`src/rtl/strhash_pkg.sv`:
```
// Shared types and constants for the universal string hash block.
`default_nettype none
package strhash_pkg;

    localparam int unsigned DIV_STEPS = 64;
    localparam int unsigned CNT_W     = $clog2(DIV_STEPS);

    localparam logic [31:0] MULT_START   = 32'd31415;
    localparam logic [14:0] MULT_STEP    = 15'd27183;
    localparam logic [31:0] TABLE_RESET  = 32'd1024;

    typedef enum logic [1:0] {
        ST_IDLE,
        ST_MUL,
        ST_DIV,
        ST_UPD
    } t_state;

    typedef struct packed {
        logic load;
        logic mul;
        logic step;
        logic commit;
    } t_cmd;

    typedef struct packed {
        logic can_commit;
    } t_sts;

endpackage
`default_nettype wire

```
`src/rtl/strhash_if.sv`:
```
// Channel interfaces for key bytes and finished hash values.
`default_nettype none
interface strhash_byte_if;
    logic       valid;
    logic       ready;
    logic [7:0] data_byte;
    logic       last_byte;

    modport source (output valid, output data_byte, output last_byte, input ready);
    modport sink (input valid, input data_byte, input last_byte, output ready);
endinterface

interface strhash_hash_if;
    logic        valid;
    logic        ready;
    logic [31:0] hash_value;

    modport source (output valid, output hash_value, input ready);
    modport sink (input valid, input hash_value, output ready);
endinterface
`default_nettype wire

```
`src/rtl/strhash_ctrl.sv`:
```
// Controller state machine that sequences multiply, divide and update for each byte.
`default_nettype none
module strhash_ctrl
    import strhash_pkg::*;
(
    input  wire logic i_clk,
    input  wire logic i_rst_n,
    input  wire logic i_in_valid,
    output logic      o_in_ready,
    input  wire t_sts i_sts,
    output t_cmd      o_cmd
);

    t_state             r_state;
    t_state             n_state;
    logic [CNT_W-1:0]   r_count;
    logic [CNT_W-1:0]   n_count;
    logic               last_step;

    assign last_step = (r_count == CNT_W'(DIV_STEPS - 1));

    always_comb begin
        n_state = r_state;
        case (r_state)
            ST_IDLE: begin
                if (i_in_valid) begin
                    n_state = ST_MUL;
                end
            end
            ST_MUL: begin
                n_state = ST_DIV;
            end
            ST_DIV: begin
                if (last_step) begin
                    n_state = ST_UPD;
                end
            end
            ST_UPD: begin
                if (i_sts.can_commit) begin
                    n_state = ST_IDLE;
                end
            end
            default: begin
                n_state = ST_IDLE;
            end
        endcase
    end

    always_comb begin
        o_in_ready = 1'b0;
        o_cmd      = '0;
        n_count    = r_count;
        case (r_state)
            ST_IDLE: begin
                o_in_ready = 1'b1;
                o_cmd.load = i_in_valid;
            end
            ST_MUL: begin
                o_cmd.mul = 1'b1;
                n_count   = '0;
            end
            ST_DIV: begin
                o_cmd.step = 1'b1;
                n_count    = r_count + 1'b1;
            end
            ST_UPD: begin
                o_cmd.commit = i_sts.can_commit;
            end
            default: begin
                o_cmd = '0;
            end
        endcase
    end

    always_ff @(posedge i_clk) begin
        if (!i_rst_n) begin
            r_state <= ST_IDLE;
            r_count <= '0;
        end else begin
            r_state <= n_state;
            r_count <= n_count;
        end
    end

endmodule
`default_nettype wire

```
`src/rtl/strhash_dp.sv`:
```
// Datapath with running hash and multiplier, two products, two remainder units and output register.
`default_nettype none
module strhash_dp
    import strhash_pkg::*;
(
    input  wire logic        i_clk,
    input  wire logic        i_rst_n,
    input  wire t_cmd        i_cmd,
    output t_sts             o_sts,
    input  wire logic [31:0] i_table_size,
    input  wire logic [7:0]  i_data_byte,
    input  wire logic        i_last_byte,
    input  wire logic        i_out_ready,
    output logic             o_out_valid,
    output logic [31:0]      o_hash_value
);

    logic [31:0] r_hash;
    logic [31:0] r_mult;
    logic [7:0]  r_byte;
    logic        r_last;
    logic [63:0] r_dvd_h;
    logic [63:0] r_dvd_m;
    logic [31:0] r_rem_h;
    logic [31:0] r_rem_m;
    logic        r_out_valid;
    logic [31:0] r_out_hash;

    logic [63:0] prod_h;
    logic [46:0] prod_m;
    logic [31:0] div_m;
    logic [32:0] sh_h;
    logic [32:0] sh_m;
    logic [31:0] n_rem_h;
    logic [31:0] n_rem_m;
    logic        tiny;
    logic [31:0] new_hash;
    logic [31:0] new_mult;

    assign prod_h = ({32'b0, r_mult} * {32'b0, r_hash}) + {56'b0, r_byte};
    assign prod_m = {15'b0, r_mult} * {32'b0, MULT_STEP};
    assign div_m  = i_table_size - 32'd1;

    assign sh_h = {r_rem_h, r_dvd_h[63]};
    assign sh_m = {r_rem_m, r_dvd_m[63]};

    always_comb begin
        n_rem_h = sh_h[31:0];
        if (sh_h >= {1'b0, i_table_size}) begin
            n_rem_h = 32'(sh_h - {1'b0, i_table_size});
        end
        n_rem_m = sh_m[31:0];
        if (sh_m >= {1'b0, div_m}) begin
            n_rem_m = 32'(sh_m - {1'b0, div_m});
        end
    end

    assign tiny     = (i_table_size < 32'd2);
    assign new_hash = tiny ? 32'd0 : r_rem_h;
    assign new_mult = tiny ? r_mult : r_rem_m;

    assign o_sts.can_commit = !r_last || !r_out_valid || i_out_ready;

    always_ff @(posedge i_clk) begin
        if (i_cmd.load) begin
            r_byte <= i_data_byte;
            r_last <= i_last_byte;
        end
        if (i_cmd.mul) begin
            r_dvd_h <= prod_h;
            r_dvd_m <= {17'b0, prod_m};
            r_rem_h <= '0;
            r_rem_m <= '0;
        end else if (i_cmd.step) begin
            r_dvd_h <= {r_dvd_h[62:0], 1'b0};
            r_dvd_m <= {r_dvd_m[62:0], 1'b0};
            r_rem_h <= n_rem_h;
            r_rem_m <= n_rem_m;
        end
        if (i_cmd.commit && r_last) begin
            r_out_hash <= new_hash;
        end
    end

    always_ff @(posedge i_clk) begin
        if (!i_rst_n) begin
            r_hash      <= '0;
            r_mult      <= MULT_START;
            r_out_valid <= 1'b0;
        end else begin
            if (i_cmd.commit) begin
                if (r_last) begin
                    r_hash <= '0;
                    r_mult <= MULT_START;
                end else begin
                    r_hash <= new_hash;
                    r_mult <= new_mult;
                end
            end
            if (i_cmd.commit && r_last) begin
                r_out_valid <= 1'b1;
            end else if (i_out_ready) begin
                r_out_valid <= 1'b0;
            end
        end
    end

    assign o_out_valid  = r_out_valid;
    assign o_hash_value = r_out_hash;

endmodule
`default_nettype wire

```
`src/rtl/string_universal_hash_mod_top.sv`:
```
// Top level of the universal string hash: table size register, controller and datapath.
// Each byte goes through the accept and multiply states, the bit-serial steps of both remainder units
// and the update state before the next byte is taken; a last byte's update waits while a hash is untaken.
// The hash of a key is registered into the output register by the update of its last byte.
// The output register lets the next byte be taken while a finished hash waits to be taken.
// Synchronous active-low reset sets the table size to 1024, the hash to 0 and the multiplier to 31415.
`default_nettype none
module string_universal_hash_mod_top
    import strhash_pkg::*;
(
    input  wire logic        i_clk,
    input  wire logic        i_rst_n,
    strhash_byte_if.sink     i_byte,
    strhash_hash_if.source   o_hash,
    input  wire logic        i_cfg_wr_en,
    input  wire logic [31:0] i_cfg_wr_data
);

    logic [31:0] r_table_size;
    t_cmd        cmd;
    t_sts        sts;

    always_ff @(posedge i_clk) begin
        if (!i_rst_n) begin
            r_table_size <= TABLE_RESET;
        end else if (i_cfg_wr_en) begin
            r_table_size <= i_cfg_wr_data;
        end
    end

    strhash_ctrl u_ctrl (
        .i_clk      (i_clk),
        .i_rst_n    (i_rst_n),
        .i_in_valid (i_byte.valid),
        .o_in_ready (i_byte.ready),
        .i_sts      (sts),
        .o_cmd      (cmd)
    );

    strhash_dp u_dp (
        .i_clk        (i_clk),
        .i_rst_n      (i_rst_n),
        .i_cmd        (cmd),
        .o_sts        (sts),
        .i_table_size (r_table_size),
        .i_data_byte  (i_byte.data_byte),
        .i_last_byte  (i_byte.last_byte),
        .i_out_ready  (o_hash.ready),
        .o_out_valid  (o_hash.valid),
        .o_hash_value (o_hash.hash_value)
    );

    a_one_byte_at_a_time: assert property (@(posedge i_clk) disable iff (!i_rst_n)
        (i_byte.valid && i_byte.ready) |=> !i_byte.ready)
        else $error("A second byte was offered for transfer while one is in progress.");

    a_hash_in_range: assert property (@(posedge i_clk) disable iff (!i_rst_n)
        (o_hash.valid && (r_table_size >= 32'd2)) |-> (o_hash.hash_value < r_table_size))
        else $error("The hash value is not below the table size.");

    a_hash_zero_small_table: assert property (@(posedge i_clk) disable iff (!i_rst_n)
        (o_hash.valid && (r_table_size < 32'd2)) |-> (o_hash.hash_value == 32'd0))
        else $error("The hash value is not zero for a table of fewer than two buckets.");

    a_result_from_commit: assert property (@(posedge i_clk) disable iff (!i_rst_n)
        $rose(o_hash.valid) |-> $past(cmd.commit))
        else $error("A result appeared without an update of the last byte.");

endmodule
`default_nettype wire

```
`src/flat_wrapper.sv`:
```
// flat-port wrapper written by rule: the top's interface ports become plain ports
module string_universal_hash_mod_top_flat import strhash_pkg::*;
  (i_clk, i_rst_n, i_cfg_wr_en, i_cfg_wr_data, i_byte_valid, i_byte_data_byte, i_byte_last_byte, i_byte_ready, o_hash_valid, o_hash_hash_value, o_hash_ready);
  strhash_byte_if i_byte_i ();
  strhash_hash_if o_hash_i ();
  input  wire logic i_clk;
  input  wire logic i_rst_n;
  input  wire logic i_cfg_wr_en;
  input  wire logic [31:0] i_cfg_wr_data;
  input wire logic [$bits(i_byte_i.valid)-1:0] i_byte_valid;
  input wire logic [$bits(i_byte_i.data_byte)-1:0] i_byte_data_byte;
  input wire logic [$bits(i_byte_i.last_byte)-1:0] i_byte_last_byte;
  output wire logic [$bits(i_byte_i.ready)-1:0] i_byte_ready;
  output wire logic [$bits(o_hash_i.valid)-1:0] o_hash_valid;
  output wire logic [$bits(o_hash_i.hash_value)-1:0] o_hash_hash_value;
  input wire logic [$bits(o_hash_i.ready)-1:0] o_hash_ready;
  assign i_byte_i.valid = i_byte_valid;
  assign i_byte_i.data_byte = i_byte_data_byte;
  assign i_byte_i.last_byte = i_byte_last_byte;
  assign i_byte_ready = i_byte_i.ready;
  assign o_hash_valid = o_hash_i.valid;
  assign o_hash_hash_value = o_hash_i.hash_value;
  assign o_hash_i.ready = o_hash_ready;
  string_universal_hash_mod_top u_core (.i_clk(i_clk), .i_rst_n(i_rst_n), .i_byte(i_byte_i), .o_hash(o_hash_i), .i_cfg_wr_en(i_cfg_wr_en), .i_cfg_wr_data(i_cfg_wr_data));
endmodule
```
`config.mk`:
```
export PLATFORM = sky130hd
export DESIGN_NAME = string_universal_hash_mod_top_flat
export DESIGN_NICKNAME = d
export VERILOG_FILES = /design/src/rtl/strhash_pkg.sv /design/src/rtl/strhash_if.sv /design/src/rtl/strhash_ctrl.sv /design/src/rtl/strhash_dp.sv /design/src/rtl/string_universal_hash_mod_top.sv /design/src/flat_wrapper.sv
export SDC_FILE = /design/constraint.sdc
export NUM_CORES = 2
export LEC_CHECK = 0
export BUFFER_PORTS_ARGS = -buffer_cell sky130_fd_sc_hd__clkbuf_2
export CAP_MARGIN = 30
export CORE_ASPECT_RATIO = 0.8
export CORE_UTILIZATION = 48
export DETAILED_ROUTE_END_ITERATION = 6
export MAX_ROUTING_LAYER = met4
export PLACE_DENSITY = 0.78
export SYNTH_ARGS = -nofsm -noshare
export SYNTH_HDL_FRONTEND = slang
export SYNTH_SLANG_ARGS = --single-unit
export TNS_END_PERCENT = 5
```
`constraint.sdc`:
```
create_clock -name i_clk -period 7.1 [get_ports i_clk]
set_input_delay 1.065 -clock i_clk [delete_from_list [all_inputs] [get_ports i_clk]]
set_output_delay 1.065 -clock i_clk [all_outputs]
set_load 0.02 [all_outputs]
```
# Yosys cells after proc, flatten, opt, wreduce, memory -nomap -nowiden
# Index checks and enable logic that the tools add are counted.
dict set report totals {
  word_cells 65
  output_inout_bits 34
  reg_bits 338
}
dict set report op_classes {
  add_sub_neg 5
  mul 2
  n_eq_ne 8
  muxes 22
  reduce_logical 11
  order_cmp 3
}
# operator n
set ops {}
lappend ops {{2-to-1 mux 32 bit} 6}
lappend ops {{2-to-1 mux 64 bit} 2}
lappend ops {{2-to-1 mux 47 bit} 2}
lappend ops {{greater-or-equal comparator 33 x 32 -> 1 bit} 2}
lappend ops {{adder 64 x 8 -> 64 bit} 1}
lappend ops {{multiplier 32 x 32 -> 64 bit} 1}
lappend ops {{subtractor 32 bit} 2}
lappend ops {{multiplier 32 x 15 -> 47 bit (second input constant)} 1}
lappend ops {{< comparator 32 x 2 -> 1 bit (second input constant)} 1}
lappend ops {{subtractor 32 x 1 -> 32 bit (second input constant)} 1}
lappend ops {{one-hot mux 6 bit (2 select lines)} 1}
lappend ops {{!= test 2 bit (second input constant)} 4}
lappend ops {{one-hot mux 2 bit (4 select lines)} 1}
lappend ops {{2-to-1 mux 1 bit} 7}
lappend ops {{adder 6 x 1 -> 6 bit (second input constant)} 1}
lappend ops {{== test 6 bit (second input constant)} 1}
lappend ops {{2-to-1 mux 2 bit} 3}
lappend ops {{nonzero test 2 bit} 3}
lappend ops {{== test 2 bit (second input constant)} 2}
lappend ops {{AND reduction 3 bit} 1}
lappend ops {{== test 2 x 1 -> 1 bit (second input constant)} 1}
lappend ops {{zero test 1 bit} 2}
lappend ops {{zero test 2 bit} 1}
lappend ops {{logical OR 1 bit} 2}
lappend ops {{2 further kinds} 2}

# Depth between registers and ports, before layout
dict set report depth {
  depth_word 6
  depth_mapped 28
  depth_no_buf 26
}

# By module
# Synthesis repeated with hierarchy kept, for this count alone.
dict set report unflattened {
  hier_cells 6451
  hier_area_um2 60850.9
}
# mod seq_area_each_um2 area_per_inst_um2 instances cells_each
set by_module_without_submodules {}
lappend by_module_without_submodules {strhash_dp 7487.2 59151.7 1 6299}
lappend by_module_without_submodules {string_universal_hash_mod_top 640.6 1241.2 1 103}
lappend by_module_without_submodules {strhash_ctrl 160.2 457.9 1 49}

# Least setup slack after synthesis
# OpenSTA, ideal clock, no wires.
dict set report synth_path {
  path_kind {reg2reg}
  start {reg u_core.u_dp.r_mult[25]}
  end {reg u_core.u_dp.r_dvd_h[60] (data pin)}
  stages_incl_launch_ff 26
  required_ns 6.840
  arrival_ns 7.124
  setup_slack_ns -0.284
  period_less_slack_ns 7.384
  n_path_buf 1
  path_cell_list {dfxtp_1 > clkbuf_1 > and2_1 > fa_1 > fa_1 > inv_1 > fa_1 > fa_1 > inv_1 > fa_1 > fa_1 > fa_1 > inv_1 > fa_1 > inv_1 > ha_1 > and3_1 > and2_1 > a21oi_1 > o21ai_0 > a221oi_1 > o31ai_4 > a21oi_2 > o31ai_1 > xor2_1 > mux2_2}
}
dict set report synth_via {
  elab_chain_len 3
}
# item line_no
set synth_lines {}
lappend synth_lines {{from (decl)} strhash_dp.sv:19} ;# logic [31:0] r_mult;
lappend synth_lines {{from (signal assigned)} strhash_dp.sv:97} ;# r_mult <= new_mult;
lappend synth_lines {{multiplier 32 x 32 -> 64 bit} strhash_dp.sv:40} ;# assign prod_h = ({32'b0, r_mult} * {32'b0, r_hash}) + {56'b0, r_byte};
lappend synth_lines {{adder 64 x 8 -> 64 bit} strhash_dp.sv:40}
lappend synth_lines {{2-to-1 mux 64 bit} strhash_dp.sv:69} ;# if (i_cmd.mul) begin
lappend synth_lines {{to (signal assigned)} strhash_dp.sv:70} ;# r_dvd_h <= prod_h;
lappend synth_lines {{to (signal assigned)} strhash_dp.sv:75} ;# r_dvd_h <= {r_dvd_h[62:0], 1'b0};
lappend synth_lines {{to (decl)} strhash_dp.sv:22} ;# logic [63:0] r_dvd_h;
# Every way passes these cells.
# A chain may end at the register's enable or synchronous reset.

# Worst setup path in the final report
dict set report layout_path {
  start {reg u_core.u_dp.r_hash[13]}
  end {reg u_core.u_dp.r_dvd_h[54] (data pin)}
}
dict set report layout_via {
  elab_chain_len 3
}
# item line_no
set layout_lines {}
lappend layout_lines {{from (decl)} strhash_dp.sv:18} ;# logic [31:0] r_hash;
lappend layout_lines {{from (signal assigned)} strhash_dp.sv:96} ;# r_hash <= new_hash;
lappend layout_lines {{multiplier 32 x 32 -> 64 bit} strhash_dp.sv:40}
lappend layout_lines {{adder 64 x 8 -> 64 bit} strhash_dp.sv:40}
lappend layout_lines {{2-to-1 mux 64 bit} strhash_dp.sv:69}
# Every way passes these cells.

==> results.txt <==
Vias -> 45317
Placed cell area -> 0.0653 sq mm
Int Pwr -> 11200 uW
Post-synthesis sequential area ratio -> 13.7%
Yosys warnings -> 0
Core area -> 0.124 sq mm
Worst min-delay path category -> reg -> reg
Total CTS buffers -> 39
Final core utilization -> 55.0%
Fmax -> 0.130 GHz
Layout net count -> 8285
Horizontal die dimension -> 398 um
Mapped Cells -> 6321
Min Tclk post-route -> 7680 ps
Clk_skew -> 53.1 ps
Clk sinks -> 338
CP arrival -> 8020 ps
WP buf/inv -> 5
Total gr overflow -> 0
Number of global-route vias before repair -> 47809
Post-Syn Nets -> 8020
Final worst slack -> -578 ps
Drc violations -> 0
PortBufs -> 79
Endpoints failing hold -> 0
Ys async rst share -> 0%
Crit-path max cell delay -> 550 ps
Post-synth top area cell -> fa_1
H-tree levels -> 2
DR vias/cell -> 5.49
Post-synth EDFFs -> 152
Clock Latency Late Sink -> 630 ps
Initial antenna violation count -> 1
Switching share of power -> 48.9%
Crit start category -> register
Post-route cell area -> 0.0681 sq mm
Flop pwr share -> 15.9%
Dpl cells -> 8135
Area growth syn-to-layout -> 12.8%
Crit path top cell by count -> fa_1
Syn avg cell area -> 9.54 sq um
Root Driver -> clkbuf_16
Share of cells above drive strength 1 -> 14.1%
Pre-antenna DRT Iters -> 6
Die area -> 0.127 sq mm
Post-synth top area share -> 36.5%
Outcome -> complete, but fails checks
Top-count cell post-synth -> inv_1
Post-DP HPWL -> 134000 um
NetSw -> 10700 uW
Worst path slowest cell -> fa_1
Overall routed net length -> 165000 um
Static Leak -> 0.0342 uW
Combinational Power Share -> 74.2%
Final setup fails -> 32
Cell Chain, Critical Path -> buf_4, and2_1, fa_1, fa_1, inv_1, fa_1, fa_1, inv_2, fa_1, fa_1, fa_1, fa_2, ha_4, buf_4, and4_4, nand4_1, or3_4, o211ai_1, buf_4, a31oi_4, o211ai_1, a21oi_2, xnor2_1, mux2_2
DIE HEIGHT -> 319 um
Post-Syn Area -> 0.0603 sq mm
Delay-heaviest family, CP -> adder cells
Failing checks -> negative setup slack
Peak supply drop -> 1.28 mV
GRT Overall Usage -> 27.3%
#FFs+latches synth -> 338
Synth top cells by count -> 1209 x inv_1, 1101 x fa_1, 683 x and2_1
Largest net degree at the start of global routing -> 95
Max-cap violation count -> 0
Initial cell density of the core -> 48.8%
Num rows -> 115
Fin. max-slew vios -> 0
Critical path type -> reg -> reg
1st-iter DRT viols -> 3809
IO Count -> 80
Ys flop type -> dfxtp_1
Clk pwr share -> 9.9%
Area contributors post-synth -> fa_1 37%, ha_1 11%, edfxtp_1 7.6%, inv_1 7.5%, and2_1 7.1%
Unrepaired setup endpoints after global routing -> yes
Avg WL per Cell -> 20.0 um
Crit path max fanout -> 8
Relative slew margins -> 25.0%
Fin crit share -> 108%
Total chip power -> 22000 uW
ANT nets after route -> 0
CP required -> 7450 ps
Slew @ Worst Pin -> 1120 ps
Gpl congestion -> 0.988
Clock buffer depth -> 3
Layout Cells excl Fill -> 8252
Worst setup EP type -> register
Power density over cell area -> 323 mW/mm^2
CTS tree -> built
Clock-pin slew on the worst setup and hold paths -> 70 ps
First-pass GRT wire length -> 265000 um
Yosys cell types -> 85
==> registers in the layout, indices dropped and copies added, names as in the netlist <==
register,count
u_core.r_table_size,32
u_core.u_dp.o_out_valid,1
u_core.u_dp.r_byte,8
u_core.u_dp.r_dvd_h,64
u_core.u_dp.r_hash,32
u_core.u_dp.r_mult,32
u_core.u_dp.r_rem_m,32
u_core.u_ctrl.r_state,2
u_core.u_dp.o_hash_value,32
u_core.u_dp.r_rem_h,32
u_core.u_ctrl.r_count,6
u_core.u_dp.r_last,1
u_core.u_dp.r_dvd_m,64
==> layout make-up <==
class	count	area, sq um
Tap cell	1638	2050
Clock buffer	54	1100
Fill cell	10623	55700
Antenna cell	1	2.50
Multi-Input combinational cell	4446	47000
Sequential cell	338	8420
Timing Repair Buffer	551	4800
Inverter	1210	4540
Clock inverter	14	181
==> final timing paths <==
path / startpoint / endpoint / slack [ps] / cells after the start
max: u_core.u_dp.r_hash[13]$_SDFFE_PN0P_ / u_core.u_dp.r_dvd_h[54]$_DFFE_PP_ / -580 / 24
min: u_core.u_dp.r_dvd_m[61]$_SDFFE_PN0P_ / u_core.u_dp.r_dvd_m[61]$_SDFFE_PN0P_ / 490 / 2
max reg2reg: u_core.u_dp.r_hash[13]$_SDFFE_PN0P_ / u_core.u_dp.r_dvd_h[54]$_DFFE_PP_ / -580 / 24
min reg2reg: u_core.u_dp.r_dvd_m[61]$_SDFFE_PN0P_ / u_core.u_dp.r_dvd_m[61]$_SDFFE_PN0P_ / 490 / 2
==> worst reg2reg max path, cell delays in order (launching register included) <==
cell and delay, ps:
dfxtp_4 380, buf_4 170, and2_1 180, fa_1 470, fa_1 500, inv_1 50
fa_1 450, fa_1 530, inv_2 40, fa_1 550, fa_1 450, fa_1 550
fa_2 480, ha_4 300, buf_4 110, and4_4 220, nand4_1 160, or3_4 430
o211ai_1 180, buf_4 230, a31oi_4 160, o211ai_1 310, a21oi_2 130, xnor2_1 150
mux2_2 270
==> stage by stage <==
| step | TNS (ps) | hold WS (ps) | setup WS, ps |
|---|---|---|---|
| floorplan | -167 | 456 | -54.8 |
| global placement | -15500 | 468 | -672 |
| detailed placement | -18650 | 484 | -792 |
| CTS | -11150 | 499 | -485 |
| global route | -19180 | 509 | -769 |
| finish | -12130 | 492 | -578 |
==> metal layers <==
| layer | vias to the layer above | global-route usage [%] | share of wire, % |
|---|---|---|---|
| met5 | - | - | 0 |
| met4 | 0 | 6.28 | 2.4 |
| met3 | 273 | 5.74 | 9.4 |
| met2 | 1779 | 40.4 | 45 |
| met1 | 22983 | 38.2 | 44 |
| li1 | 20282 | - | - |
==> power by group through the flow <==
stage / sequential [uW] / clock, uW / combinational (uW)
2_1_floorplan: 3310 / 0 / 12200
3_3_place_gp: 3490 / 0 / 15300
3_5_place_dp: 3500 / 0 / 15900
4_1_cts: 3470 / 2200 / 16100
5_1_grt: 3540 / 2270 / 18200
6_report: 3500 / 2170 / 16300
==> repair_timing <==
| item | in CTS | in global routing |
|---|---|---|
| gates cloned | 0 | 2 |
| hold buffers | 0 | 0 |
| endpoints found under the setup margin | 37 | 46 |
| setup buffers | 23 | 25 |
| gates resized for setup | 143 | 142 |
| pin swaps | 72 | 99 |
==> cells in the final DEF (no fill, tap or decap), types with 24 or more instances in the layout <==
| cell type | instances |
|---|---|
| edfxtp_1 | 152 |
| and3_1 | 24 |
| nand3_1 | 38 |
| a211oi_1 | 57 |
| a21oi_1 | 196 |
| inv_1 | 1196 |
| xor2_1 | 63 |
| buf_12 | 44 |
| clkbuf_16 | 42 |
| xnor2_1 | 128 |
| dfxtp_1 | 140 |
| a22oi_1 | 53 |
| nand2_1 | 541 |
| fa_2 | 45 |
| o211ai_1 | 24 |
| nand4_1 | 46 |
| and2_1 | 663 |
| mux2i_1 | 82 |
| fa_1 | 1056 |
| o21ai_0 | 55 |
| dfxtp_4 | 29 |
| clkbuf_2 | 79 |
| nor2b_1 | 99 |
| nor2_1 | 174 |
| a21o_1 | 126 |
| buf_6 | 43 |
| buf_4 | 370 |
| ha_1 | 527 |
| o21bai_1 | 35 |
| mux2_2 | 95 |
| o21ai_1 | 26 |
==> kinds of logic after synthesis <==
group | Yosys count | synth area share, %
AND/OR/NAND/NOR | 1691 | 14.5
adder cells (fa/ha/maj) | 1653 | 48.0
buffers and inverters | 1537 | 9.61
AO/OA/AOI/OAI | 732 | 8.24
flip-flops | 338 | 13.7
XOR/XNOR | 192 | 2.79
multiplexers | 178 | 3.15
No activity file was read; power rests on OpenSTA's default activity.
